File: src/rtl/mrw_pkg.sv
`default_nettype none
package mrw_pkg;
  localparam int unsigned NUM_WIDTH_DEF = 31;
endpackage
`default_nettype wire

File: src/rtl/mrw_modmul.sv
`default_nettype none
module mrw_modmul #(
  parameter int unsigned NUM_WIDTH = mrw_pkg::NUM_WIDTH_DEF
) (
  input  wire logic                 clk,
  input  wire logic                 rst_n,
  input  wire logic                 start,
  input  wire logic [NUM_WIDTH-1:0] op_a,
  input  wire logic [NUM_WIDTH-1:0] op_b,
  input  wire logic [NUM_WIDTH-1:0] modulus,
  output logic                      busy,
  output logic                      done,
  output logic [NUM_WIDTH-1:0]      prod
);
  localparam int unsigned CW = $clog2(NUM_WIDTH + 1);

  logic [NUM_WIDTH-1:0] acc_r, acc_nxt;
  logic [NUM_WIDTH-1:0] a_r;
  logic [NUM_WIDTH-1:0] b_r;
  logic [NUM_WIDTH-1:0] m_r;
  logic [CW-1:0]        cnt_r, cnt_nxt;
  logic                 busy_r, busy_nxt;
  logic                 done_r, done_nxt;
  logic [NUM_WIDTH+1:0] dbl, dsub, add, asub;
  logic [NUM_WIDTH-1:0] dred;

  always_comb begin
    dbl  = {1'b0, acc_r, 1'b0};
    dsub = dbl - {2'b00, m_r};
    dred = dsub[NUM_WIDTH+1] ? dbl[NUM_WIDTH-1:0] : dsub[NUM_WIDTH-1:0];
    add  = {2'b00, dred} + (b_r[NUM_WIDTH-1] ? {2'b00, a_r} : '0);
    asub = add - {2'b00, m_r};
    acc_nxt  = acc_r;
    cnt_nxt  = cnt_r;
    busy_nxt = busy_r;
    done_nxt = 1'b0;
    if (busy_r) begin
      acc_nxt = asub[NUM_WIDTH+1] ? add[NUM_WIDTH-1:0] : asub[NUM_WIDTH-1:0];
      cnt_nxt = cnt_r - 1'b1;
      if (cnt_r == CW'(1)) begin
        busy_nxt = 1'b0;
        done_nxt = 1'b1;
      end
    end else if (start) begin
      acc_nxt  = '0;
      cnt_nxt  = CW'(NUM_WIDTH);
      busy_nxt = 1'b1;
    end
  end

  always_ff @(posedge clk) begin
    if (!rst_n) begin
      busy_r <= 1'b0;
      done_r <= 1'b0;
      cnt_r  <= '0;
    end else begin
      busy_r <= busy_nxt;
      done_r <= done_nxt;
      cnt_r  <= cnt_nxt;
    end
    acc_r <= acc_nxt;
    if (!busy_r && start) begin
      a_r <= op_a;
      b_r <= op_b;
      m_r <= modulus;
    end else if (busy_r) begin
      b_r <= {b_r[NUM_WIDTH-2:0], 1'b0};
    end
  end

  assign busy = busy_r;
  assign done = done_r;
  assign prod = acc_r;

  a_done_pulse: assert property (@(posedge clk) disable iff (!rst_n)
    done_r |=> !done_r) else $error("done longer than one cycle");
  a_start_busy: assert property (@(posedge clk) disable iff (!rst_n)
    (start && !busy_r) |=> busy_r) else $error("start not taken");
  a_res_lt_mod: assert property (@(posedge clk) disable iff (!rst_n)
    done_r |-> (acc_r < m_r)) else $error("product not reduced");
endmodule
`default_nettype wire

File: src/rtl/miller_rabin_witness_round.sv
// Miller-Rabin witness round.
// Input channel: drive in_candidate and in_base with start high; the beat
// is taken at a rising edge with start high and busy low. busy stays high
// while the round runs; no further beat is taken then.
// Result channel: out_valid is high for exactly one cycle with
// out_is_witness; the receiver cannot stall, so the result must be caught
// in that cycle.
// Products: every modular product goes through one shared shift-and-add
// modular multiplier. The base reduction takes one product (1 * a), the
// exponentiation one squaring per exponent bit (NUM_WIDTH bits scanned)
// plus one multiply per set bit, and up to NUM_WIDTH - 1 squarings follow;
// multiplies and final squarings together stay within NUM_WIDTH.
// Candidates below three skip the multiplier and go straight to S_DONE.
// Throughput: one round at a time; the next beat may be taken in the
// cycle that carries the result.
// Reset: synchronous, active low; clears the sequencer and the multiplier
// control, drops any round in progress and leaves busy low.
`default_nettype none
module miller_rabin_witness_round #(
  parameter int unsigned NUM_WIDTH = mrw_pkg::NUM_WIDTH_DEF
) (
  input  wire logic                 clk,
  input  wire logic                 rst_n,
  input  wire logic                 start,
  output logic                      busy,
  input  wire logic [NUM_WIDTH-1:0] in_candidate,
  input  wire logic [NUM_WIDTH-1:0] in_base,
  output logic                      out_valid,
  output logic                      out_is_witness
);
  localparam int unsigned CW = $clog2(NUM_WIDTH + 1);

  typedef enum logic [7:0] {
    S_IDLE  = 8'b0000_0001,
    S_RED   = 8'b0000_0010,
    S_SQ    = 8'b0000_0100,
    S_MUL   = 8'b0000_1000,
    S_CHK   = 8'b0001_0000,
    S_LSQ   = 8'b0010_0000,
    S_LCHK  = 8'b0100_0000,
    S_DONE  = 8'b1000_0000
  } state_t;

  state_t               st_r, st_nxt;
  logic [NUM_WIDTH-1:0] n_r, a_r, u_r, x_r, b_r;
  logic [CW-1:0]        t_r, i_r, k_r;
  logic                 res_r, res_nxt;
  logic                 wait_r, wait_nxt;
  logic                 valid_r, valid_nxt;
  logic                 mm_start;
  logic                 mm_busy;
  logic                 mm_done;
  logic [NUM_WIDTH-1:0] mm_a, mm_b, mm_p;
  logic [NUM_WIDTH-1:0] nm1;
  logic [NUM_WIDTH-1:0] one;
  logic [CW-1:0]        tz;
  logic [NUM_WIDTH-1:0] in_nm1;

  assign one = NUM_WIDTH'(1);
  assign nm1 = n_r - one;
  assign in_nm1 = in_candidate - one;

  always_comb begin
    tz = '0;
    for (int j = NUM_WIDTH - 1; j >= 0; j--) begin
      if (in_nm1[j]) tz = CW'(j);
    end
  end

  mrw_modmul #(.NUM_WIDTH(NUM_WIDTH)) u_mm (
    .clk     (clk),
    .rst_n   (rst_n),
    .start   (mm_start),
    .op_a    (mm_a),
    .op_b    (mm_b),
    .modulus (n_r),
    .busy    (mm_busy),
    .done    (mm_done),
    .prod    (mm_p)
  );

  always_comb begin
    st_nxt    = st_r;
    res_nxt   = res_r;
    wait_nxt  = wait_r;
    valid_nxt = 1'b0;
    mm_start  = 1'b0;
    mm_a      = x_r;
    mm_b      = x_r;
    unique case (st_r)
      S_IDLE: begin
        if (start) begin
          if (in_candidate < NUM_WIDTH'(3)) begin
            res_nxt = 1'b0;
            st_nxt  = S_DONE;
          end else begin
            st_nxt   = S_RED;
            wait_nxt = 1'b0;
          end
        end
      end
      S_RED: begin
        mm_a = one;
        mm_b = a_r;
        if (!wait_r) begin
          mm_start = 1'b1;
          wait_nxt = 1'b1;
        end else if (mm_done) begin
          wait_nxt = 1'b0;
          st_nxt   = S_SQ;
        end
      end
      S_SQ: begin
        if (!wait_r) begin
          mm_start = 1'b1;
          wait_nxt = 1'b1;
        end else if (mm_done) begin
          wait_nxt = 1'b0;
          st_nxt   = u_r[NUM_WIDTH-1] ? S_MUL : S_CHK;
        end
      end
      S_MUL: begin
        mm_b = b_r;
        if (!wait_r) begin
          mm_start = 1'b1;
          wait_nxt = 1'b1;
        end else if (mm_done) begin
          wait_nxt = 1'b0;
          st_nxt   = S_CHK;
        end
      end
      S_CHK: begin
        if (k_r != '0) begin
          st_nxt = S_SQ;
        end else if (x_r == one) begin
          res_nxt = 1'b0;
          st_nxt  = S_DONE;
        end else begin
          st_nxt = S_LCHK;
        end
      end
      S_LCHK: begin
        if (i_r == t_r) begin
          res_nxt = 1'b1;
          st_nxt  = S_DONE;
        end else if (x_r == nm1) begin
          res_nxt = 1'b0;
          st_nxt  = S_DONE;
        end else if (x_r == one) begin
          res_nxt = 1'b1;
          st_nxt  = S_DONE;
        end else begin
          st_nxt = S_LSQ;
        end
      end
      S_LSQ: begin
        if (!wait_r) begin
          mm_start = 1'b1;
          wait_nxt = 1'b1;
        end else if (mm_done) begin
          wait_nxt = 1'b0;
          st_nxt   = S_LCHK;
        end
      end
      S_DONE: begin
        valid_nxt = 1'b1;
        st_nxt    = S_IDLE;
      end
      default: st_nxt = S_IDLE;
    endcase
  end

  always_ff @(posedge clk) begin
    if (!rst_n) begin
      st_r    <= S_IDLE;
      wait_r  <= 1'b0;
      valid_r <= 1'b0;
      res_r   <= 1'b0;
    end else begin
      st_r    <= st_nxt;
      wait_r  <= wait_nxt;
      valid_r <= valid_nxt;
      res_r   <= res_nxt;
    end
    unique case (st_r)
      S_IDLE: begin
        n_r <= in_candidate;
        a_r <= in_base;
        u_r <= in_nm1 >> tz;
        t_r <= tz;
        x_r <= one;
        i_r <= '0;
        k_r <= CW'(NUM_WIDTH - 1);
      end
      S_RED: begin
        if (wait_r && mm_done) b_r <= mm_p;
      end
      S_SQ: begin
        if (wait_r && mm_done) x_r <= mm_p;
      end
      S_MUL: begin
        if (wait_r && mm_done) x_r <= mm_p;
      end
      S_CHK: begin
        u_r <= {u_r[NUM_WIDTH-2:0], 1'b0};
        if (k_r != '0) k_r <= k_r - 1'b1;
      end
      S_LSQ: begin
        if (wait_r && mm_done) begin
          x_r <= mm_p;
          i_r <= i_r + 1'b1;
        end
      end
      default: begin
      end
    endcase
  end

  assign busy           = (st_r != S_IDLE);
  assign out_valid      = valid_r;
  assign out_is_witness = res_r;

  a_valid_pulse: assert property (@(posedge clk) disable iff (!rst_n)
    valid_r |=> !valid_r) else $error("result strobe held");
  a_valid_idle: assert property (@(posedge clk) disable iff (!rst_n)
    valid_r |-> (st_r == S_IDLE)) else $error("result outside idle");
  a_mm_start: assert property (@(posedge clk) disable iff (!rst_n)
    mm_start |-> !mm_busy) else $error("multiplier restarted while busy");
  a_loop_bound: assert property (@(posedge clk) disable iff (!rst_n)
    (st_r == S_LCHK) |-> (i_r <= t_r)) else $error("squaring count overrun");
endmodule
`default_nettype wire

File: config.mk
export PLATFORM = sky130hd
export DESIGN_NAME = miller_rabin_witness_round
export DESIGN_NICKNAME = d
export VERILOG_FILES = /design/src/rtl/mrw_pkg.sv /design/src/rtl/mrw_modmul.sv /design/src/rtl/miller_rabin_witness_round.sv
export SDC_FILE = /design/constraint.sdc
export NUM_CORES = 1
export LEC_CHECK = 0
export BUFFER_PORTS_ARGS = -buffer_cell sky130_fd_sc_hd__buf_4
export CAP_MARGIN = 10
export CORE_MARGIN = 5
export CORE_UTILIZATION = 55
export CTS_CLUSTER_SIZE = 20
export DETAILED_ROUTE_END_ITERATION = 8
export GPL_ROUTABILITY_DRIVEN = 0
export PLACE_DENSITY = 0.78
export SYNTH_ARGS = -nofsm -noshare
export SYNTH_HDL_FRONTEND = slang
export SYNTH_SLANG_ARGS = --single-unit
File: constraint.sdc
create_clock -name clk -period 7.5 [get_ports clk]
set_input_delay 0.375 -clock clk [delete_from_list [all_inputs] [get_ports clk]]
set_output_delay 0.375 -clock clk [all_outputs]
set_load 0.005 [all_outputs]
Word level (Yosys, flattened, before mapping)

Index checks and enable logic that the tools add are counted.

Input port bits: 65
Latch bits: 0
Memory bits (read-only): 0
Logic and storage cells: 165
Memory bits (writable): 0
Register bits: 312
Memories: 0

Reduce and logical (&&, ||, !) cells: 21
Bitwise operators: 0
Multiplexer cells: 85
Multiply operators: 0
Shift-type cells: 1
$add $sub $neg: 8
Equality and inequality tests: 30
Magnitude comparators: 1
Divide/modulo/power cells: 0

Operators by type and width:

| kind                    | count |
|---|---|
| $mux W31                | 8 |
| $pmux W31 S2            | 3 |
| $mux W5                 | 36 |
| $mux W8                 | 15 |
| $sub A31 B1 Y31 const B | 2 |
| $pmux W8 S7             | 1 |
| $add A31 B33 Y33        | 1 |
| $sub A32 B31 Y33        | 1 |
| $sub A33 B31 Y33        | 1 |
| $eq A31 B1 Y1 const B   | 1 |
| $eq A31 B31 Y1          | 1 |
| $lt A31 B2 Y1 const B   | 1 |
| $shr A31 B5 Y31         | 1 |
| $ne A2 B2 Y1 const B    | 11 |
| $pmux W5 S2             | 2 |
| $mux W1                 | 18 |
| $reduce_bool A2 Y1      | 6 |
| $ne A2 B1 Y1 const B    | 5 |
| $reduce_and A2 Y1       | 5 |
| $sub A5 B1 Y5 const B   | 2 |
| $reduce_and A9 Y1       | 1 |
| $eq A8 B1 Y1 const B    | 1 |
| $eq A8 B2 Y1 const B    | 1 |
| $eq A8 B3 Y1 const B    | 1 |
| other kinds (20)        | 21 |

Depth between registers and ports, before layout

Gate-level depths: netlist of run 1.

Depth in word-level cells: 34
Mapped depth: 43
Gate-level depth less buffers: 40

Hierarchy

From an unflattened synthesis of run 1, not the netlist that was laid out.

Cell total of the unflattened synthesis: 2134
Area total of the unflattened synthesis: 21345.5 µm²

Modules (own cells, without submodules):

| module                     | area each (µm²) | cells each | sequential area each (µm²) | instances |
|---|---|---|---|---|
| miller_rabin_witness_round | 11157.0         | 1098       | 5325.1                     | 1 |
| mrw_modmul                 | 10188.5         | 1036       | 3863.7                     | 1 |

Worst setup path after synthesis of run 1

No wires, ideal clock.

Path type: register to register
From: register u_mm.acc_r[0], in the netlist u_mm.prod[0]
To: register u_mm.acc_r[0], in the netlist u_mm.prod[0], data pin
Cell stages (with the launch flop): 41
Setup time: 271 ps
Clock period less this slack: 8085 ps
Arrival time: 7814 ps
Path buffers: 3
Slack: -585 ps
Path through: edfxtp_1 inv_1 fa_1 nor2b_1 o21ai_0 a21boi_0 o21ai_0 a21boi_0 o21ai_0 nand3_1 o2111ai_1 a21oi_1 o311ai_0 nand3_1 buf_1 mux2_2 ha_1 a21o_1 [5 not listed] a21oi_1 o21bai_1 a21oi_1 xnor2_1 ha_1 nand4_1 inv_1 nand2_1 nor3_1 nand3_1 o2111ai_1 nand3_1 nand3_1 o2111ai_1 nand2_1 buf_1 clkbuf_1 a211oi_1

Longest elaborated chain between the ends: 6

RTL lines:

| item                   | RTL line         | text |
|---|---|---|
| start, declared        | mrw_modmul.sv:17 | `logic [NUM_WIDTH-1:0] acc_r, acc_nxt;` |
| start signal, assigned | mrw_modmul.sv:61 | `acc_r <= acc_nxt;` |
| $sub A32 B31 Y33       | mrw_modmul.sv:29 | `dsub = dbl - {2'b00, m_r};` |
| $mux W31 *             | mrw_modmul.sv:30 | `dred = dsub[NUM_WIDTH+1] ? dbl[NUM_WIDTH-1:0] : dsub[NUM_WIDTH-1:0];` |
| $add A31 B33 Y33 *     | mrw_modmul.sv:31 | `add = {2'b00, dred} + (b_r[NUM_WIDTH-1] ? {2'b00, a_r} : '0);` |
| $sub A33 B31 Y33       | mrw_modmul.sv:32 | `asub = add - {2'b00, m_r};` |
| $mux W31 *             | mrw_modmul.sv:38 | `acc_nxt = asub[NUM_WIDTH+1] ? add[NUM_WIDTH-1:0] : asub[NUM_WIDTH-1:0];` |
| $mux W31 *             | mrw_modmul.sv:37 | `if (busy_r) begin` |

Mark *: on every way between the ends. The rest lies on a longest branch, timed or not.
A chain may end at the register's enable or synchronous reset.

Worst setup path after layout of run 1

From: register u_mm.acc_r[1], in the netlist u_mm.prod[1]
To: register u_mm.acc_r[26], in the netlist u_mm.prod[26], data pin

Same word-level chain as after synthesis.

==> results of run 1 <==
==> cell families after synthesis <==
group	after synthesis
flops	312
mux	110
fa+ha+maj	102
xor+xnor	137
buf+inv	164
compound gates	488
simple gates	769
==> worst paths after layout <==
kind / from / endpoint / slack (ns) / cells past startpoint
worst max-delay path: u_mm.prod[1] / u_mm.prod[26] / 0.17 / 38
worst min-delay path: in_base[17] / a_r[17] / 0.04 / 1
worst max register to register: u_mm.prod[1] / u_mm.prod[26] / 0.17 / 38
worst min register to register: st_r[7] / out_valid / 0.46 / 2
==> layout by cell type, fill, tap and decap left out, drive strengths merged, types with 30 or more instances in the layout <==
cell	netlist	routed
mux2	33	33
inv	87	90
and2	105	105
a22oi	38	38
nor2	192	192
a21o	32	32
nand2b	30	30
edfxtp	294	294
a31oi	46	46
ha	99	99
xnor2	104	104
a21oi	113	113
xor2	33	33
nand3	51	51
o21ai	85	85
nand2	156	156
clkbuf	60	41
nor4	42	42
buf	17	235
dlygate4sd3	0	30
mux2i	77	77
nor3	51	51
==> repair_timing <==
action / 4_1_cts / 5_1_grt
pin swaps: 7 / 56
gates resized for setup: 15 / 73
hold buffers: 30 / 0
setup buffers: 6 / 14
setup endpoints to repair: 31 / 31
gates cloned: 1 / 1
endpoints found under the hold margin: 30 / 0
==> state kept, by name, indices dropped and copies added (netlist names), 31 cells and up <==
| signal | count |
|---|---|
| u_mm.prod | 31 |
| u_r | 31 |
| u_mm.m_r | 31 |
| u_mm.a_r | 31 |
| n_r | 31 |
| b_r | 31 |
| a_r | 31 |
| u_mm.b_r | 31 |
| x_r | 31 |
==> power by group through the flow <==
stage	Combinational (mW)	Clock (mW)	Sequential, mW
global placement	6.97	0	3.18
detailed placement	7.17	0	3.19
CTS	7.46	1.81	3.17
global route	8.85	1.89	3.24
floorplan	4.86	0	2.98
finish	8.21	1.80	3.20
==> layout make-up <==
type	count	area, sq um
tap	511	639
fill	2765	12700
sequential	312	9190
clock buffer	40	916
clock inverter	23	273
inverter	87	329
multi-input combinational	1606	11200
antenna	3	7.51
timing repair buffer	266	2150
==> routing by layer <==
| layer | wire length, um | share of wire [%] | vias up | global-route usage, % |
|---|---|---|---|---|
| met5 | 0 | 0 | - | 0 |
| met4 | 2590 | 4.2 | 0 | 11.3 |
| met3 | 5730 | 9.3 | 194 | 5.36 |
| met2 | 28900 | 47 | 983 | 46.5 |
| met1 | 24100 | 39 | 8762 | 37.4 |
| li1 | - | - | 8255 | - |
==> stage by stage <==
stage	utilization (%)	cell area [sq um]	TNS (ns)
3_5_place_dp	60.7	22700	-14.14
3_3_place_gp	60.7	22700	-6.43
5_1_grt	66.2	24700	-2.05
6_report	66.2	24700	0
4_1_cts	65.0	24300	0
2_1_floorplan	-	20700	0
==> impl_metrics.json, run 1 <==
{
  "syn_inst": 2082,
  "hold_viol_final": 0,
  "dr.pass1.iters": 6,
  "period_share_pct": 97.7,
  "async_flop_share_pct": 0,
  "vias": 18200,
  "synthSimpleGateAreaFrac_pct": 19.3,
  "place_inst": 2730,
  "slowest_delay_ns": 0.43,
  "critical_path.max_fanout": 20,
  "dieHeight_um": 204,
  "cts_max_level": 2,
  "critPathKind": "reg2reg",
  "internal_power_mw": 7.61,
  "fin_ws_ns": 0.173,
  "grt_max_degree": 127,
  "ys_types": 86,
  "clock-sinks": 312,
  "max_freq_mhz": 136,
  "numCtsBuffers": 35,
  "synth_edf_count": 294,
  "path_clk_slew_ns": 0.06,
  "core_sq_mm": 0.0374,
  "synth_fa_ha_area_share_pct": 6.27,
  "synth_top_family_by_area": "simple AND/OR/NAND/NOR gates",
  "drtIter0Drc": 2207,
  "fin_crit_ns": 7.33,
  "cap_violations": 0,
  "clk_latency_ns": 0.56,
  "ys_ff_latch": 312,
  "p_switching_mw": 5.59,
  "grt_usage_pct": 28.4,
  "synth_compound_area_share_pct": 15.6,
  "hpwl_um": 42800,
  "drive_gt1_share_pct": 18.3,
  "crit_required_ns": 7.80,
  "synth_ff_type": "edfxtp_1",
  "cp-start-kind": "register",
  "yosysWarnings": 0,
  "avgSynthCellArea_sq_um": 9.94,
  "synth_common_cells": "edfxtp_1 (294), nor2_1 (192), nand2_1 (156)",
  "num_io_pins": 68,
  "holdWs_ns": 0.0364,
  "worstMarginPinSlew_ns": 1.15,
  "port-buffer-count": 67,
  "final_max_slew_viol_count": 0,
  "combPwrFrac_pct": 62.2,
  "areaGrowthSynthToFinish_pct": 19.5,
  "cp_top_family": "compound AO/OA/AOI/OAI gates",
  "crit_slowest_cell": "edfxtp_1",
  "drt-vias-per-instance": 6.39,
  "power_density_mw_per_mm2": 533,
  "setup_viol": 0,
  "nets": 2475,
  "p_clk_share_pct": 13.6,
  "yosys.area.top_type": "edfxtp_1",
  "yosys.area.top_type_share_pct": 42.6,
  "ir_worst_vdd_mv": 0.350,
  "fin_skew_ns": 0.0179,
  "stdcell_count": 2848,
  "synth_xor_area_share_pct": 5.80,
  "cts_root_buffer": "clkbuf_16",
  "grt_pass1_vias": 17500,
  "seq_power_share_pct": 24.2,
  "routedWlPerCell_um": 21.5,
  "pre_cts_slack_ns": -0.497,
  "yosys-top-cells-area": "edfxtp_1 (43%), ha_1 (6.0%), xnor2_1 (4.4%), mux2i_1 (3.7%), nor2_1 (3.5%)",
  "power_mw": 13.2,
  "relSlewSlack_pct": 23.0,
  "grt_pass1_wl_um": 94000,
  "hp-class": "in2reg",
  "yosysMostFrequentCell": "edfxtp_1",
  "wirelength_um": 61300,
  "critPathBufInv": 5,
  "dieArea_sq_mm": 0.0416,
  "cts_buffer_depth": 3,
  "fp.dieW_um": 204,
  "gr-total-overflow": 0,
  "synth_area_sq_mm": 0.0207,
  "status": "finished clean",
  "endpoint_kind": "register",
  "synth-seq-area-share_pct": 44.4,
  "p_leak_nw": 9.66,
  "initial_utilization_pct": 55.4,
  "rows": 71,
  "synth_nets": 2249,
  "synthMuxAreaShare_pct": 5.52,
  "drc": 0,
  "tritoncts": "done",
  "crit_arrival_ns": 7.62,
  "swShare_pct": 42.3,
  "antenna_found_initial": 1,
  "ant_nets": 0
}
Power figures use the tool's default switching activity.
==> run 2, diff against run 1 <==
PLACE_DENSITY = 0.75   (was 0.78)
SYNTH_HIERARCHICAL = 1   (was not set)
clock period = 8.1 ns   (was 7.5 ns; I/O delays follow)
==> impl_metrics.json, run 2 <==
{
  "status": "finished clean",
  "hp-class": "in2reg",
  "yosys.area.top_type_share_pct": 41.4,
  "grt_usage_pct": 26.2,
  "ys_ff_latch": 312,
  "worstMarginPinSlew_ns": 1.16,
  "endpoint_kind": "register",
  "synth_common_cells": "edfxtp_1 (294), nand2_1 (239), a21oi_1 (142)",
  "synth-seq-area-share_pct": 43.0,
  "timing.rr.start": "u_mm/prod[0]",
  "synth_edf_count": 294,
  "synth_ff_type": "edfxtp_1",
  "dieHeight_um": 207,
  "hold_viol_final": 0,
  "rows": 72,
  "cap_violations": 0,
  "yosysMostFrequentCell": "edfxtp_1",
  "tns_ns": 0,
  "rsz0062_at_grt": "no",
  "clock-sinks": 312,
  "crit_required_ns": 8.36,
  "drc": 0,
  "drtIter0Drc": 1811,
  "use_met3_pct": 3.90,
  "internal_power_mw": 3.82,
  "wirelength_um": 59600,
  "cts_max_level": 2,
  "diodes": 0,
  "power_density_mw_per_mm2": 255,
  "placed_area_sq_mm": 0.0223,
  "antenna_found_initial": 1,
  "r2r-end": "u_mm/prod[18]",
  "drive_gt1_share_pct": 11.1,
  "port-buffer-count": 67,
  "hpwl_um": 43500,
  "hold_buffers": 0,
  "core_sq_mm": 0.0386,
  "syn_inst": 2134,
  "areaGrowthSynthToFinish_pct": 9.91,
  "fin_skew_ns": 0.0292,
  "p_switching_mw": 2.17,
  "relSlewSlack_pct": 22.4,
  "holdWs_ns": 0.0480,
  "critPathKind": "reg2reg",
  "cp-start-kind": "register",
  "yosys-top-cells-area": "edfxtp_1 (41%), ha_1 (5.8%), nand2_1 (4.2%), xnor2_1 (3.8%), a21oi_1 (3.3%)",
  "numCtsBuffers": 35,
  "period_share_pct": 96.6,
  "final_cell_mix": "edfxtp_1 (294), nand2_1 (237), a21oi_1 (140)",
  "ys_types": 110,
  "dr.pass1.iters": 5,
  "num-fill-cells": 3140,
  "cts_root_buffer": "clkbuf_16",
  "yosysWarnings": 6,
  "busiest_layer": "met2",
  "ant_nets": 0,
  "cp-endpoint": "u_mm/prod[18]",
  "fp.dieW_um": 207,
  "p_clk_share_pct": 25.9,
  "final_common_cell": "edfxtp_1",
  "cts_buffer_depth": 3,
  "gr-usage-met2_pct": 41.5,
  "fin_crit_ns": 7.83,
  "clk_latency_ns": 0.53,
  "fin_area_sq_mm": 0.0235,
  "vias": 17700,
  "dieArea_sq_mm": 0.0428,
  "yosys.area.top_type": "edfxtp_1",
  "crit_arrival_ns": 8.09,
  "avgSynthCellArea_sq_um": 10.0,
  "grt_pass1_wl_um": 92100,
  "crit_top_cell": "nand2_1",
  "async_flop_share_pct": 0,
  "final_max_slew_viol_count": 0,
  "grt_pass1_vias": 16800,
  "max_freq_mhz": 128,
  "routedWlPerCell_um": 21.9,
  "reg2reg_depth": 29,
  "synth_area_sq_mm": 0.0213,
  "setup_viol": 0,
  "combPwrFrac_pct": 36.9,
  "crit_slowest_cell": "or4_4",
  "p_leak_nw": 8.92,
  "ir_worst_vdd_mv": 0.219,
  "grt.met1_usage_pct": 37.8,
  "slowest_delay_ns": 0.60,
  "rrSetupSlack_ns": 0.27,
  "swShare_pct": 36.2,
  "drt-vias-per-instance": 6.50,
  "tritoncts": "done",
  "seq_power_share_pct": 37.2,
  "nets": 2350,
  "critical_path.max_fanout": 19,
  "num_io_pins": 68,
  "initial_utilization_pct": 55.4,
  "gr-total-overflow": 0,
  "startpoint": "u_mm/prod[0]",
  "synth_nets": 2301,
  "grt_max_degree": 94,
  "path_clk_slew_ns": 0.07
}
[run 2: repair_timing]
item | in CTS | in global routing
setup buffers | 0 | 4
setup endpoints to repair | 0 | 31
resized for setup | 0 | 10
[run 2: how the worst min path moves through the flow]
stage | startpoint | end | slack (ns) | cells past startpoint
2_1_floorplan | n_r[15] | u_mm/m_r[15] | 0.42 | 0
3_3_place_gp | st_r[7] | out_valid | 0.47 | 2
3_5_place_dp | st_r[7] | out_valid | 0.49 | 2
4_1_cts | in_base[12] | a_r[12] | 0.03 | 1
5_1_grt | in_base[3] | a_r[3] | 0.03 | 1
6_report | in_base[3] | a_r[3] | 0.05 | 1
[run 2: power groups by stage]
stage / clock network [mW] / registers (mW) / logic (mW)
finish: 1.55 / 2.23 / 2.21
global route: 1.65 / 2.24 / 2.40
CTS: 1.58 / 2.22 / 2.13
detailed placement: 0 / 2.25 / 2.10
global placement: 0 / 2.24 / 2.06
floorplan: 0 / 2.16 / 1.68
[run 2: layout make-up]
class / instances / area, sq um / share of cell area [%]
Clock buffer: 45 / 966 / 4.12
Tap cell: 518 / 648 / 2.76
Inverter: 79 / 297 / 1.26
Sequential cell: 312 / 9190 / 39.2
Clock inverter: 16 / 138 / 0.587
Multi-Input combinational cell: 1665 / 11500 / 49.2
Timing Repair Buffer: 90 / 692 / 2.95
[run 2: critical path, delay by kind of cell, from the launching register on]
| kind | cells | cell delay (ns) |
|---|---|---|
| DFF | 1 | 0.41 |
| xor gates and xnor gates | 1 | 0.16 |
| buffers and inverters | 3 | 0.55 |
| AOI/OAI and AO/OA | 11 | 2.51 |
| adders and majority gates | 3 | 1.30 |
| muxes | 1 | 0.34 |
| and+or+nand+nor | 10 | 2.26 |
[run 2: routing by layer]
layer  routed length (um)  vias up
met4                 1840        0
met5                    0        -
met2                26900     1067
met1                25100     8456
li1                     -     8064
met3                 5760      126
[run 2: kinds of logic (layout without fill, tap and decap cells)]
| group | after synthesis | in the layout | synth area share (%) |
|---|---|---|---|
| flip-flops | 312 | 312 | 43.0 |
| multiplexers | 131 | 131 | 6.55 |
| buffers and inverters | 158 | 230 | 3.29 |
| adder cells (fa/ha/maj) | 102 | 102 | 6.08 |
| XOR/XNOR | 148 | 148 | 6.07 |
| AO/OA/AOI/OAI | 513 | 513 | 16.5 |
| AND/OR/NAND/NOR | 770 | 771 | 18.4 |
[run 2: through the flow]
step	std cells	power [mW]	setup slack (ns)	utilization (%)
CTS	2720	5.92	0.143	60.7
detailed placement	2659	4.35	0.193	57.8
global route	2725	6.29	0.00713	60.8
floorplan	2134	3.84	1.06	-
finish	2725	5.99	0.274	60.8
global placement	2659	4.30	0.406	57.8
